`src/hdl/assert_macros.svh`:
```
// Assertion macros shared by the files that check their own logic.
`ifndef ASSERT_MACROS_SVH
`define ASSERT_MACROS_SVH

// Concurrent assertion on a given clock with a given synchronous reset.
`define DRBD_ASSERT_CLK(lbl, clk, rst, prop, msg) \
   lbl: assert property (@(posedge clk) disable iff (rst) prop) else $error(msg);

// Concurrent assertion on the block clock and reset.
`define DRBD_ASSERT(lbl, prop, msg) `DRBD_ASSERT_CLK(lbl, clock, reset, prop, msg)

`endif

```
`src/hdl/drbd_pkg.sv`:
```
// Types and constants shared by the decompressor modules.
package drbd_pkg;

   localparam int TABLE_ENTRIES = 256;
   localparam int TABLE_AW      = $clog2(TABLE_ENTRIES);
   localparam int PAIR_W        = 16;
   localparam int BANK_SHIFT    = 18;
   localparam int OFFSET_W      = 21;
   localparam int COUNT_W       = 9;

   localparam logic [1:0] ACT_LOAD   = 2'd0;
   localparam logic [1:0] ACT_START  = 2'd1;
   localparam logic [1:0] ACT_STREAM = 2'd2;

   localparam logic CSR_DEST_BANK = 1'b0;
   localparam logic CSR_LENGTH    = 1'b1;

   localparam logic [8:0] SENT_A = 9'h1FE;
   localparam logic [8:0] SENT_B = 9'h1FF;

   localparam logic [3:0] GROUP_TOKENS = 4'd8;
   localparam logic [1:0] QUEUE_DEPTH  = 2'd2;

   typedef struct packed {
      logic [1:0] action;
      logic [7:0] table_index;
      logic [7:0] pair_first;
      logic [7:0] pair_second;
      logic [7:0] stream_byte;
   } req_item_type;

   typedef struct packed {
      logic [23:0]        dest_address;
      logic [7:0]         fill_value;
      logic [COUNT_W-1:0] fill_count;
      logic               job_done;
   } rsp_item_type;

   typedef struct packed {
      logic       is_start;
      logic [7:0] stream_byte;
      logic [7:0] pair_first;
      logic [7:0] pair_second;
   } mid_item_type;

   typedef struct packed {
      logic [1:0] count;
   } queue_stat_type;

   typedef struct packed {
      logic phase;
      logic job_active;
   } back_stat_type;

endpackage

```
`src/hdl/drbd_ram.sv`:
```
// Generic single write port RAM with a registered read port.
module drbd_ram #(
   parameter int WIDTH = 16,
   parameter int DEPTH = 256
) (
   input  logic                     clock,
   input  logic                     wr_en,
   input  logic [$clog2(DEPTH)-1:0] wr_addr,
   input  logic [WIDTH-1:0]         wr_data,
   input  logic                     rd_en,
   input  logic [$clog2(DEPTH)-1:0] rd_addr,
   output logic [WIDTH-1:0]         rd_data
);

   logic [WIDTH-1:0] mem [DEPTH];

   always_ff @(posedge clock) begin
      if (wr_en) begin
         mem[wr_addr] <= wr_data;
      end
      if (rd_en) begin
         rd_data <= mem[rd_addr];
      end
   end

endmodule

```
`src/hdl/drbd_front.sv`:
```
// Front end: accepts items, keeps the pair table and forwards start and stream items.
module drbd_front (
   input  logic                   clock,
   input  logic                   reset,
   input  logic                   req_push,
   input  drbd_pkg::req_item_type req_item,
   output logic                   req_full,
   input  drbd_pkg::queue_stat_type mid_stat,
   output logic                   mid_push,
   output drbd_pkg::mid_item_type mid_item
);

   logic                             accept;
   logic                             keep;
   logic                             s1_valid_ff;
   logic                             s1_valid_in;
   logic                             s1_start_ff;
   logic [7:0]                       s1_byte_ff;
   logic [drbd_pkg::PAIR_W-1:0]      pair_rd;

   assign req_full = s1_valid_ff && (mid_stat.count == drbd_pkg::QUEUE_DEPTH);
   assign accept   = req_push && !req_full;
   assign mid_push = s1_valid_ff && (mid_stat.count != drbd_pkg::QUEUE_DEPTH);
   assign keep     = accept && ((req_item.action == drbd_pkg::ACT_START) ||
                                (req_item.action == drbd_pkg::ACT_STREAM));

   always_comb begin
      if (keep) begin
         s1_valid_in = 1'b1;
      end else if (mid_push) begin
         s1_valid_in = 1'b0;
      end else begin
         s1_valid_in = s1_valid_ff;
      end
   end

   always_ff @(posedge clock) begin
      if (reset) begin
         s1_valid_ff <= 1'b0;
      end else begin
         s1_valid_ff <= s1_valid_in;
      end
   end

   always_ff @(posedge clock) begin
      if (keep) begin
         s1_start_ff <= (req_item.action == drbd_pkg::ACT_START);
         s1_byte_ff  <= req_item.stream_byte;
      end
   end

   drbd_ram #(
      .WIDTH(drbd_pkg::PAIR_W),
      .DEPTH(drbd_pkg::TABLE_ENTRIES)
   ) u_pair_table (
      .clock   (clock),
      .wr_en   (accept && (req_item.action == drbd_pkg::ACT_LOAD)),
      .wr_addr (req_item.table_index),
      .wr_data ({req_item.pair_second, req_item.pair_first}),
      .rd_en   (accept && (req_item.action == drbd_pkg::ACT_STREAM)),
      .rd_addr (req_item.stream_byte),
      .rd_data (pair_rd)
   );

   always_comb begin
      mid_item.is_start    = s1_start_ff;
      mid_item.stream_byte = s1_byte_ff;
      mid_item.pair_first  = pair_rd[7:0];
      mid_item.pair_second = pair_rd[15:8];
   end

endmodule

```
`src/hdl/drbd_queue.sv`:
```
// Two-entry queue between the front end and the decoder.
module drbd_queue (
   input  logic                     clock,
   input  logic                     reset,
   input  logic                     push,
   input  drbd_pkg::mid_item_type   push_item,
   input  logic                     pop,
   output drbd_pkg::mid_item_type   head_item,
   output drbd_pkg::queue_stat_type stat
);

   drbd_pkg::mid_item_type mem_ff [2];
   logic                   wr_ptr_ff;
   logic                   rd_ptr_ff;
   logic [1:0]             count_ff;
   logic [1:0]             count_in;

   always_comb begin
      count_in = count_ff;
      if (push && !pop) begin
         count_in = count_ff + 2'd1;
      end else if (pop && !push) begin
         count_in = count_ff - 2'd1;
      end
   end

   always_ff @(posedge clock) begin
      if (reset) begin
         wr_ptr_ff <= 1'b0;
         rd_ptr_ff <= 1'b0;
         count_ff  <= 2'd0;
      end else begin
         if (push) begin
            wr_ptr_ff <= !wr_ptr_ff;
         end
         if (pop) begin
            rd_ptr_ff <= !rd_ptr_ff;
         end
         count_ff <= count_in;
      end
   end

   always_ff @(posedge clock) begin
      if (push) begin
         mem_ff[wr_ptr_ff] <= push_item;
      end
   end

   assign head_item  = mem_ff[rd_ptr_ff];
   assign stat.count = count_ff;

endmodule

```
`src/hdl/drbd_back.sv`:
```
// Decoder back end: group sequencing, run-length stage and result queue.
module drbd_back (
   input  logic                     clock,
   input  logic                     reset,
   input  drbd_pkg::mid_item_type   head_item,
   input  drbd_pkg::queue_stat_type mid_stat,
   output logic                     mid_pop,
   input  logic [5:0]               dest_bank,
   input  logic [17:0]              length_field,
   output logic                     rsp_empty,
   input  logic                     rsp_pop,
   output drbd_pkg::rsp_item_type   rsp_item,
   output drbd_pkg::back_stat_type  stat
);

   logic [8:0]                    last_ff,  last_in;
   logic [8:0]                    prev_ff,  prev_in;
   logic [drbd_pkg::OFFSET_W-1:0] off_ff,   off_in;
   logic [7:0]                    flags_ff, flags_in;
   logic [3:0]                    gpos_ff,  gpos_in;
   logic                          active_ff, active_in;
   logic                          phase_ff, phase_in;

   logic                          have;
   logic                          out_space;
   logic                          step;
   logic                          dict;
   logic                          last_step;
   logic [7:0]                    sel_byte;
   logic                          run;
   logic [drbd_pkg::COUNT_W-1:0]  count;
   logic [7:0]                    value;
   logic [drbd_pkg::OFFSET_W-1:0] new_off;
   logic [18:0]                   len_plus;
   logic [drbd_pkg::OFFSET_W-1:0] limit;
   logic                          done;
   drbd_pkg::rsp_item_type        rsp_new;

   drbd_pkg::rsp_item_type        out_mem_ff [2];
   logic                          out_wr_ptr_ff;
   logic                          out_rd_ptr_ff;
   logic [1:0]                    out_count_ff, out_count_in;
   logic                          out_pop;

   assign have      = (mid_stat.count != 2'd0);
   assign out_space = (out_count_ff != drbd_pkg::QUEUE_DEPTH);
   assign dict      = flags_ff[7];
   assign last_step = !dict || phase_ff;
   assign step      = have && !head_item.is_start && active_ff &&
                      (gpos_ff != 4'd0) && out_space;

   always_comb begin
      if (!dict) begin
         sel_byte = head_item.stream_byte;
      end else if (phase_ff) begin
         sel_byte = head_item.pair_second;
      end else begin
         sel_byte = head_item.pair_first;
      end
   end

   assign run      = (last_ff == prev_ff);
   assign count    = run ? {1'b0, sel_byte + 8'd1} : 9'd1;
   assign value    = run ? last_ff[7:0] : sel_byte;
   assign new_off  = off_ff + {{(drbd_pkg::OFFSET_W - drbd_pkg::COUNT_W){1'b0}}, count};
   assign len_plus = {1'b0, length_field} + 19'd1;
   assign limit    = {len_plus, 2'b00};
   assign done     = last_step && (new_off >= limit);

   always_comb begin
      rsp_new.dest_address = {dest_bank, {drbd_pkg::BANK_SHIFT{1'b0}}} +
                             {3'b000, off_ff};
      rsp_new.fill_value   = value;
      rsp_new.fill_count   = count;
      rsp_new.job_done     = done;
   end

   assign mid_pop = have && (head_item.is_start || !active_ff || (gpos_ff == 4'd0) ||
                             (step && last_step));

   always_comb begin
      last_in   = last_ff;
      prev_in   = prev_ff;
      off_in    = off_ff;
      flags_in  = flags_ff;
      gpos_in   = gpos_ff;
      active_in = active_ff;
      phase_in  = phase_ff;
      if (have && head_item.is_start) begin
         last_in   = drbd_pkg::SENT_A;
         prev_in   = drbd_pkg::SENT_B;
         off_in    = '0;
         flags_in  = 8'd0;
         gpos_in   = 4'd0;
         active_in = 1'b1;
         phase_in  = 1'b0;
      end else if (have && active_ff && (gpos_ff == 4'd0)) begin
         flags_in = head_item.stream_byte;
         gpos_in  = 4'd1;
      end else if (step) begin
         off_in  = new_off;
         prev_in = run ? drbd_pkg::SENT_B : last_ff;
         last_in = run ? last_ff : {1'b0, sel_byte};
         if (last_step) begin
            flags_in = {flags_ff[6:0], 1'b0};
            gpos_in  = (gpos_ff == drbd_pkg::GROUP_TOKENS) ? 4'd0 : gpos_ff + 4'd1;
            phase_in = 1'b0;
            if (done) begin
               active_in = 1'b0;
            end
         end else begin
            phase_in = 1'b1;
         end
      end
   end

   always_ff @(posedge clock) begin
      if (reset) begin
         last_ff   <= drbd_pkg::SENT_A;
         prev_ff   <= drbd_pkg::SENT_B;
         off_ff    <= '0;
         flags_ff  <= 8'd0;
         gpos_ff   <= 4'd0;
         active_ff <= 1'b0;
         phase_ff  <= 1'b0;
      end else begin
         last_ff   <= last_in;
         prev_ff   <= prev_in;
         off_ff    <= off_in;
         flags_ff  <= flags_in;
         gpos_ff   <= gpos_in;
         active_ff <= active_in;
         phase_ff  <= phase_in;
      end
   end

   assign rsp_empty = (out_count_ff == 2'd0);
   assign out_pop   = rsp_pop && !rsp_empty;

   always_comb begin
      out_count_in = out_count_ff;
      if (step && !out_pop) begin
         out_count_in = out_count_ff + 2'd1;
      end else if (out_pop && !step) begin
         out_count_in = out_count_ff - 2'd1;
      end
   end

   always_ff @(posedge clock) begin
      if (reset) begin
         out_wr_ptr_ff <= 1'b0;
         out_rd_ptr_ff <= 1'b0;
         out_count_ff  <= 2'd0;
      end else begin
         if (step) begin
            out_wr_ptr_ff <= !out_wr_ptr_ff;
         end
         if (out_pop) begin
            out_rd_ptr_ff <= !out_rd_ptr_ff;
         end
         out_count_ff <= out_count_in;
      end
   end

   always_ff @(posedge clock) begin
      if (step) begin
         out_mem_ff[out_wr_ptr_ff] <= rsp_new;
      end
   end

   assign rsp_item         = out_mem_ff[out_rd_ptr_ff];
   assign stat.phase       = phase_ff;
   assign stat.job_active  = active_ff;

endmodule

```
`src/hdl/dictionary_rle_byte_decompressor_core.sv`:
```
// Top level of the dictionary and run-length byte decompressor.
// Path: a stream token is registered in the front end with its pair-table read, then passes
// through the two-entry queue and the decoder's result queue before it reaches the ports.
// Throughput: one item per cycle at the input while req_full is low; the decoder waits while its
// result queue is full and takes a table token as one run-length step per pair byte.
// Reset is synchronous and clears all control state; the pair table keeps unknown contents.
`include "assert_macros.svh"

module dictionary_rle_byte_decompressor_core (
   input  logic                   clock,
   input  logic                   reset,
   input  logic                   req_push,
   input  drbd_pkg::req_item_type req_item,
   output logic                   req_full,
   output logic                   rsp_empty,
   input  logic                   rsp_pop,
   output drbd_pkg::rsp_item_type rsp_item,
   input  logic                   csr_valid,
   output logic                   csr_ready,
   input  logic                   csr_index,
   input  logic [17:0]            csr_data
);

   logic                     mid_push;
   logic                     mid_pop;
   drbd_pkg::mid_item_type   mid_in;
   drbd_pkg::mid_item_type   mid_head;
   drbd_pkg::queue_stat_type mid_stat;
   drbd_pkg::back_stat_type  back_stat;
   logic [5:0]               dest_bank_ff;
   logic [17:0]              length_ff;
   logic                     mid_full;
   logic                     mid_busy;
   logic                     job_idle;

   assign csr_ready = 1'b1;

   always_ff @(posedge clock) begin
      if (reset) begin
         dest_bank_ff <= 6'd0;
         length_ff    <= 18'd0;
      end else if (csr_valid && csr_ready) begin
         case (csr_index)
            drbd_pkg::CSR_DEST_BANK: begin
               dest_bank_ff <= csr_data[5:0];
            end
            drbd_pkg::CSR_LENGTH: begin
               length_ff <= csr_data;
            end
            default: begin
               length_ff <= length_ff;
            end
         endcase
      end
   end

   drbd_front u_front (
      .clock    (clock),
      .reset    (reset),
      .req_push (req_push),
      .req_item (req_item),
      .req_full (req_full),
      .mid_stat (mid_stat),
      .mid_push (mid_push),
      .mid_item (mid_in)
   );

   drbd_queue u_queue (
      .clock     (clock),
      .reset     (reset),
      .push      (mid_push),
      .push_item (mid_in),
      .pop       (mid_pop),
      .head_item (mid_head),
      .stat      (mid_stat)
   );

   drbd_back u_back (
      .clock        (clock),
      .reset        (reset),
      .head_item    (mid_head),
      .mid_stat     (mid_stat),
      .mid_pop      (mid_pop),
      .dest_bank    (dest_bank_ff),
      .length_field (length_ff),
      .rsp_empty    (rsp_empty),
      .rsp_pop      (rsp_pop),
      .rsp_item     (rsp_item),
      .stat         (back_stat)
   );

   assign mid_full = (mid_stat.count == drbd_pkg::QUEUE_DEPTH);
   assign mid_busy = (mid_stat.count != 2'd0);
   assign job_idle = !back_stat.job_active;

   `DRBD_ASSERT(a_full_only_when_queue_full, req_full |-> mid_full, "Full with queue room.")
   `DRBD_ASSERT(a_second_half_has_token, back_stat.phase |-> mid_busy, "Half token not queued.")
   `DRBD_ASSERT(a_idle_no_half_token, job_idle |-> !back_stat.phase, "Half token without job.")

endmodule
```
`config.mk`:
```
export PLATFORM = sky130hd
export DESIGN_NAME = dictionary_rle_byte_decompressor_core
export DESIGN_NICKNAME = d
export VERILOG_FILES = /design/src/hdl/drbd_pkg.sv /design/src/hdl/drbd_ram.sv /design/src/hdl/drbd_front.sv /design/src/hdl/drbd_queue.sv /design/src/hdl/drbd_back.sv /design/src/hdl/dictionary_rle_byte_decompressor_core.sv
export VERILOG_INCLUDE_DIRS = /design/src /design/src/hdl
export SDC_FILE = /design/constraint.sdc
export NUM_CORES = 2
export LEC_CHECK = 0
export BUFFER_PORTS_ARGS = -buffer_cell sky130_fd_sc_hd__buf_2
export CORE_AREA = 2 2 671 839
export CTS_BUF_LIST = sky130_fd_sc_hd__clkbuf_4
export CTS_CLUSTER_DIAMETER = 120
export DETAILED_ROUTE_END_ITERATION = 8
export DIE_AREA = 0 0 673 841
export HOLD_SLACK_MARGIN = 0.12
export PLACE_DENSITY = 0.43
export SKIP_LAST_GASP = 1
export SYNTH_ARGS = -nofsm -noshare
export SYNTH_HDL_FRONTEND = slang
export SYNTH_MEMORY_MAX_BITS = 65536
export SYNTH_SLANG_ARGS = --single-unit
```
`constraint.sdc`:
```
create_clock -name clock -period 10.1 [get_ports clock]
set_clock_uncertainty 0.05 [all_clocks]
set_input_delay 1.515 -clock clock [delete_from_list [all_inputs] [get_ports clock]]
set_output_delay 1.515 -clock clock [all_outputs]
set_load 0.05 [all_outputs]
```
* Word level (Yosys, flattened, before mapping)
Memory sizes are Yosys's and may differ from the RTL's. A register that Yosys moved wholly into a read port is not among the register bits.
Cells that the tools add are included.
Widths: inputs -> output; s select.
** Cells by class
- Bitwise logic cells :: 3
- Divide/modulo/power cells :: 0
- Shift-type cells :: 0
- $add $sub $neg :: 9
- Equal/unequal tests :: 8
- Order comparisons :: 1
- Multiplexer cells :: 34
- Reduce and logical (&&, ||, !) cells :: 61
- $mul :: 0
** Operator list (count)
- $mux 8 :: 7
- $add 24x21->24 :: 1
- $add 21x9->21 :: 1
- $ge 21x21->1 :: 1
- $logic_and 1x1->1 :: 21
- $mux 1 :: 21
- $add 18x1->19 const B :: 1
- $reduce_bool 2->1 :: 9
- $logic_not 1->1 :: 13
- $reduce_and 2->1 :: 5
- $eq 9x9->1 :: 1
- $mux 9 :: 1
- $add 8x1->8 const B :: 1
- $mux 2 :: 4
- $logic_or 1x1->1 :: 5
- $add 2x1->2 const B :: 2
- $add 4x1->4 const B :: 1
- $eq 2x2->1 const B :: 2
- $eq 4x4->1 const B :: 1
- $logic_not 2->1 :: 2
- $logic_not 4->1 :: 1
- $mux 4 :: 1
- $ne 2x2->1 const B :: 2
- $reduce_and 4->1 :: 1
- 8 further kinds :: 11
** Word-level totals
- Input port bits :: 58
- Bits in registers :: 95
- Bits in latches :: 0
- Memories :: 3
- Output and inout bits :: 45
- Memory bits (read-only) :: 0
- RAM bits :: 4228
** Memory list
- u_front.u_pair_table.mem :: words 256, width 16, rd ports 1, clocked after memory_dff 1, wr ports 1, line drbd_ram.sv:15 : logic [WIDTH-1:0] mem [DEPTH];
- u_back.out_mem_ff :: words 2, width 41, rd ports 1, clocked after memory_dff 1, wr ports 1, line drbd_back.sv:39 : drbd_pkg::rsp_item_type out_mem_ff [2];
- u_queue.mem_ff :: words 2, width 25, rd ports 1, clocked after memory_dff 1, wr ports 1, line drbd_queue.sv:12 : drbd_pkg::mid_item_type mem_ff [2];

* Logic depth before layout (Yosys ltp)
- Word-level depth :: 12
- Mapped depth :: 26

* By module
A second synthesis with hierarchy kept.
** Unflattened totals
- Cell total of the unflattened synthesis :: 8279
- Area total of the unflattened synthesis :: 169806.6 um^2
** By module, submodules not included
- drbd_ram :: cells an instance 7360, seq. area each 123478.4 um^2, instances 1, area each 158874.9 um^2
- drbd_back :: cells an instance 689, seq. area each 3623.5 um^2, instances 1, area each 7399.6 um^2
- drbd_queue :: cells an instance 98, seq. area each 1601.5 um^2, instances 1, area each 2005.7 um^2
- dictionary_rle_byte_decompressor_core :: cells an instance 107, seq. area each 480.5 um^2, instances 1, area each 1121.1 um^2
- drbd_front :: cells an instance 25, seq. area each 290.3 um^2, instances 1, area each 405.4 um^2

* Least setup slack after synthesis
No wires, ideal clock.
- Kind :: flip-flop to flip-flop
- Start :: register with a tool-made name
- End :: memory u_back.out_mem_ff[0][0] in the netlist's numbering, data pin
- Setup time :: 0.270 ns
- Buffers on the path :: 4
- Arrival :: 4.607 ns
- Slack :: 5.174 ns
- Data required time :: 9.780 ns
- Cell stages (with the launch flop) :: 26
- Cells stage by stage :: dfxtp_1 > buf_6 > buf_4 > mux2_2 > mux2_2 > ha_1 > xnor2_1 > nor2_1 > ha_1 > nor2b_1 > o21ai_1 > a21boi_1 > o21ai_1 > a211o_1 > buf_2 > buf_1 > nor2_1 > xor2_1 > ha_1 > a21o_1 > a21o_1 > a21oi_1 > nor3_1 > a211o_1 > nor2_1 > nor2_1
** RTL lines (line)
- to (decl) :: drbd_back.sv:39

==> results.yml <==
clock_network:
  cts_tree: "built"
  root_buffer: "clkbuf_4"
  numCtsBuffers: 1190
  clk_pin_slew_ps: 70
  clock-sinks: 4341
  insertion_delay_ps: 1760
  clk_path_buf_depth: 5
  htree_levels: 7
yosys:
  syn_area_mm2: 0.1668
  yosys_warnings: 0
  yosysTopAreaCell: "edfxtp_1"
  synth_flop_cell: "edfxtp_1"
  synth_area_per_cell_um2: 20.69
  synth_top_area_share_pct: 76.55
  synth_cell_types: 65
  synth_cells: 8063
  synthArstFlopShare_pct: 0
  synth_area_leaders: "edfxtp_1 (77%), mux4_2 (10%), mux2i_1 (3.3%), o22ai_1 (1.1%), dfxtp_1 (1.1%)"
  synth-seq-cells: 4341
  synth_edf_count: 4253
  synth_seq_area_share_pct: 77.61
  synth_nets: 8162
sta:
  finalHoldViolCount: 0
  timing.final.crit_share_pct: 60.68
  tightestPinTransition_ps: 1378
  period_minus_slack_ps: 6129
  timing.setup.tns_ps: 0
  fmaxAchievable_mhz: 163.2
  finalMaxSlewViolations: 0
  slew_headroom_pct: 8.152
  setup_viol: 0
  fin_ws_ps: 3971
  rsz0062_at_grt: "false"
routing:
  routed_wl_um: 510400
  viasPerCell: 4.998
  dr.pass1.iters: 5
  routedWlPerCell_um: 29.17
  drtAntennaViolNets: 0
  drtIter0Drc: 7524
  vias: 87446
  drc: 0
layout:
  final_common_cell: "edfxtp_1"
  nets: 9423
  fill_cells: 52803
  ff_latch_area_mm2: 0.1295
  layout-drive-gt1-share_pct: 32.28
  multi_input_area_mm2: 0.03515
  layout_common_cells: "edfxtp_1 (4253), clkbuf_4 (1705), mux4_2 (776)"
  area_growth_pct: 15.24
  fin_area_mm2: 0.1923
worst_setup_path:
  cp_cell_sequence: "mux4_2 > mux2_2 > ha_1 > xnor2_1 > nor2_1 > ha_1 > nor2b_1 > o21ai_1 > a21boi_1 > o21ai_1 > a211o_1 > nor2_1 > xor2_1 > ha_1 > a21o_1 > a21o_1 > a21oi_1 > nor3_1 > a211o_1 > nor2_1 > nor2_1"
  criticalPathCategory: "reg2reg"
  cp-start-kind: "flip-flop"
  critPathTopFamily: "compound AO/OA/AOI/OAI gates"
  cp.required_ps: 11430
  r2r_setup_slack_ps: 3970
  worst_path_most_repeated_cell: "nor2_1"
  critPathMaxFanout: 21
  critPathArrivalTime_ps: 7460
  endpoint_kind: "flip-flop"
  critical_path_buf_inv_count: 0
  cpPeakStageDelay_ps: 940
  crit_slowest_cell: "dfxtp_1"
die:
  ioPinCount: 103
  die_area_mm2: 0.5660
  rows: 307
  fp.dieH_um: 841
  die_x_um: 673
  floorplan.initialDensity_pct: 29.89
  core_area_mm2: 0.5581
job:
  drv_cap: 0
power:
  leakagePower_nw: 61.88
  p_per_area_mw_per_mm2: 193.0
  vdd_ir_drop_max_mv: 0.1029
min_path:
  holdCritPathClass: "reg2reg"
outcome:
  status: "complete, no violations"
placed_design:
  placed_area_mm2: 0.1778
  place_ws_ps: 3191
  hpwl_um: 299100
  io_buffers: 100
  finalWeightedCongestion: 0.7929
global_route:
  grt_use_total_pct: 17.93
  antenna_found_initial: 50
  grt_pass1_vias: 92662
  gr-total-overflow: 0
  grt_start_max_net_pins: 139
  grt_pass1_wl_um: 711100
==> cells by family after synthesis <==
logic type | Yosys count | share of synthesized area [%]
other | 2 | 0.004501
buffers and inverters | 491 | 1.586
DFF | 4341 | 77.61
and+or+nand+nor | 822 | 2.276
AOI/OAI and AO/OA | 927 | 3.768
muxes | 1373 | 14.10
xor gates and xnor gates | 66 | 0.3465
adders and majority gates | 41 | 0.3165
==> Yosys cell counts, types with 14 or more instances <==
cell type	n
edfxtp_1	4253
mux4_2	776
mux2i_1	545
nor2_1	325
o22ai_1	289
clkbuf_1	231
a22oi_1	199
a21oi_1	178
nand2_1	147
nor3_1	133
a22o_1	112
dfxtp_1	88
buf_2	75
nor4_1	65
buf_4	62
buf_6	62
mux2_2	52
a221oi_1	46
xor2_1	44
buf_1	40
ha_1	39
nand3_1	35
nor2b_1	30
o21ai_0	28
nand4_1	24
xnor2_1	22
inv_1	19
o21ai_1	17
a311oi_1	15
and3_1	14
==> registers in the layout, indices dropped and copies added (netlist names), 2 cells and up, named ones only <==
signal / cells
u_queue.mem_ff: 50
u_front.u_pair_table.mem: 4096
u_front.u_pair_table.rd_data: 16
u_back.out_mem_ff: 82
u_back.out_count_ff: 2
u_back.off_ff: 21
length_ff: 18
u_back.last_ff: 9
u_back.prev_ff: 9
u_back.flags_ff: 8
u_front.s1_byte_ff: 8
dest_bank_ff: 6
u_queue.stat: 2
u_back.gpos_ff: 4
==> routing by layer <==
layer / routed length, um / global-route usage, % / part of all wire [%] / vias to the layer above
li1: - / - / - / 36847
met1: 214800 / 22.90 / 42 / 46768
met2: 251100 / 29.66 / 49 / 3053
met3: 30380 / 4.246 / 6.0 / 764
met4: 13970 / 6.650 / 2.7 / 14
met5: 93 / 0 / 0.018 / -
==> area by class of cell <==
cell class / count / area share [%]
repair buffers: 540 / 2.270
clock inverters: 214 / 0.5486
flip-flops and latches: 4341 / 67.34
inverters: 20 / 0.03905
clock buffers: 1705 / 6.657
multi-input cells: 3231 / 18.28
diodes: 28 / 0.03644
well taps: 7416 / 4.826
==> repair_timing <==
action                    in CTS  in global routing
hold buffers                  50                  0
hold endpoints to repair     815                  0
setup buffers                  0                  0
resized for setup              0                  0
==> path summary, 6_finish.rpt <==
check        cells past startpoint                  start                      end
max                             21              flip-flop  u_back.out_mem_ff[1][0]
min                              0  u_front.s1_byte_ff[7]    u_queue.mem_ff[0][23]
min reg2reg                      0  u_front.s1_byte_ff[7]    u_queue.mem_ff[0][23]
max reg2reg                     21              flip-flop  u_back.out_mem_ff[1][0]
==> power by group <==
part / switching [mW] / internal, mW / total [mW]
Sequential: 0.0758 / 19.8 / 19.9
Clock: 7.14 / 7.88 / 15.0
Combinational: 1.50 / 0.688 / 2.19
==> per-stage QoR <==
stage                     hold slack, ps  std cells  power (mW)  utilization (%)
after global placement             378.6      15497       22.49            31.86
after detailed placement           385.8      15497       22.52            31.86
final                              340.5      17495       37.12            34.45
after CTS                          131.9      17466       37.75            34.43
after floorplan                    371.5       8063       21.47                -
after global routing               227.4      17483       38.68            34.44
==> worst reg2reg max path, stage by stage, from the launching register on <==
cell and delay [ps]:
dfxtp_1 940, mux4_2 610, mux2_2 350, ha_1 260, xnor2_1 140, nor2_1 180
ha_1 310, nor2b_1 150, o21ai_1 170, a21boi_1 120, o21ai_1 190, a211o_1 580
nor2_1 140, xor2_1 170, ha_1 340, a21o_1 190, a21o_1 170, a21oi_1 210
nor3_1 70, a211o_1 300, nor2_1 130, nor2_1 60
(Power assumes the default switching activity.)
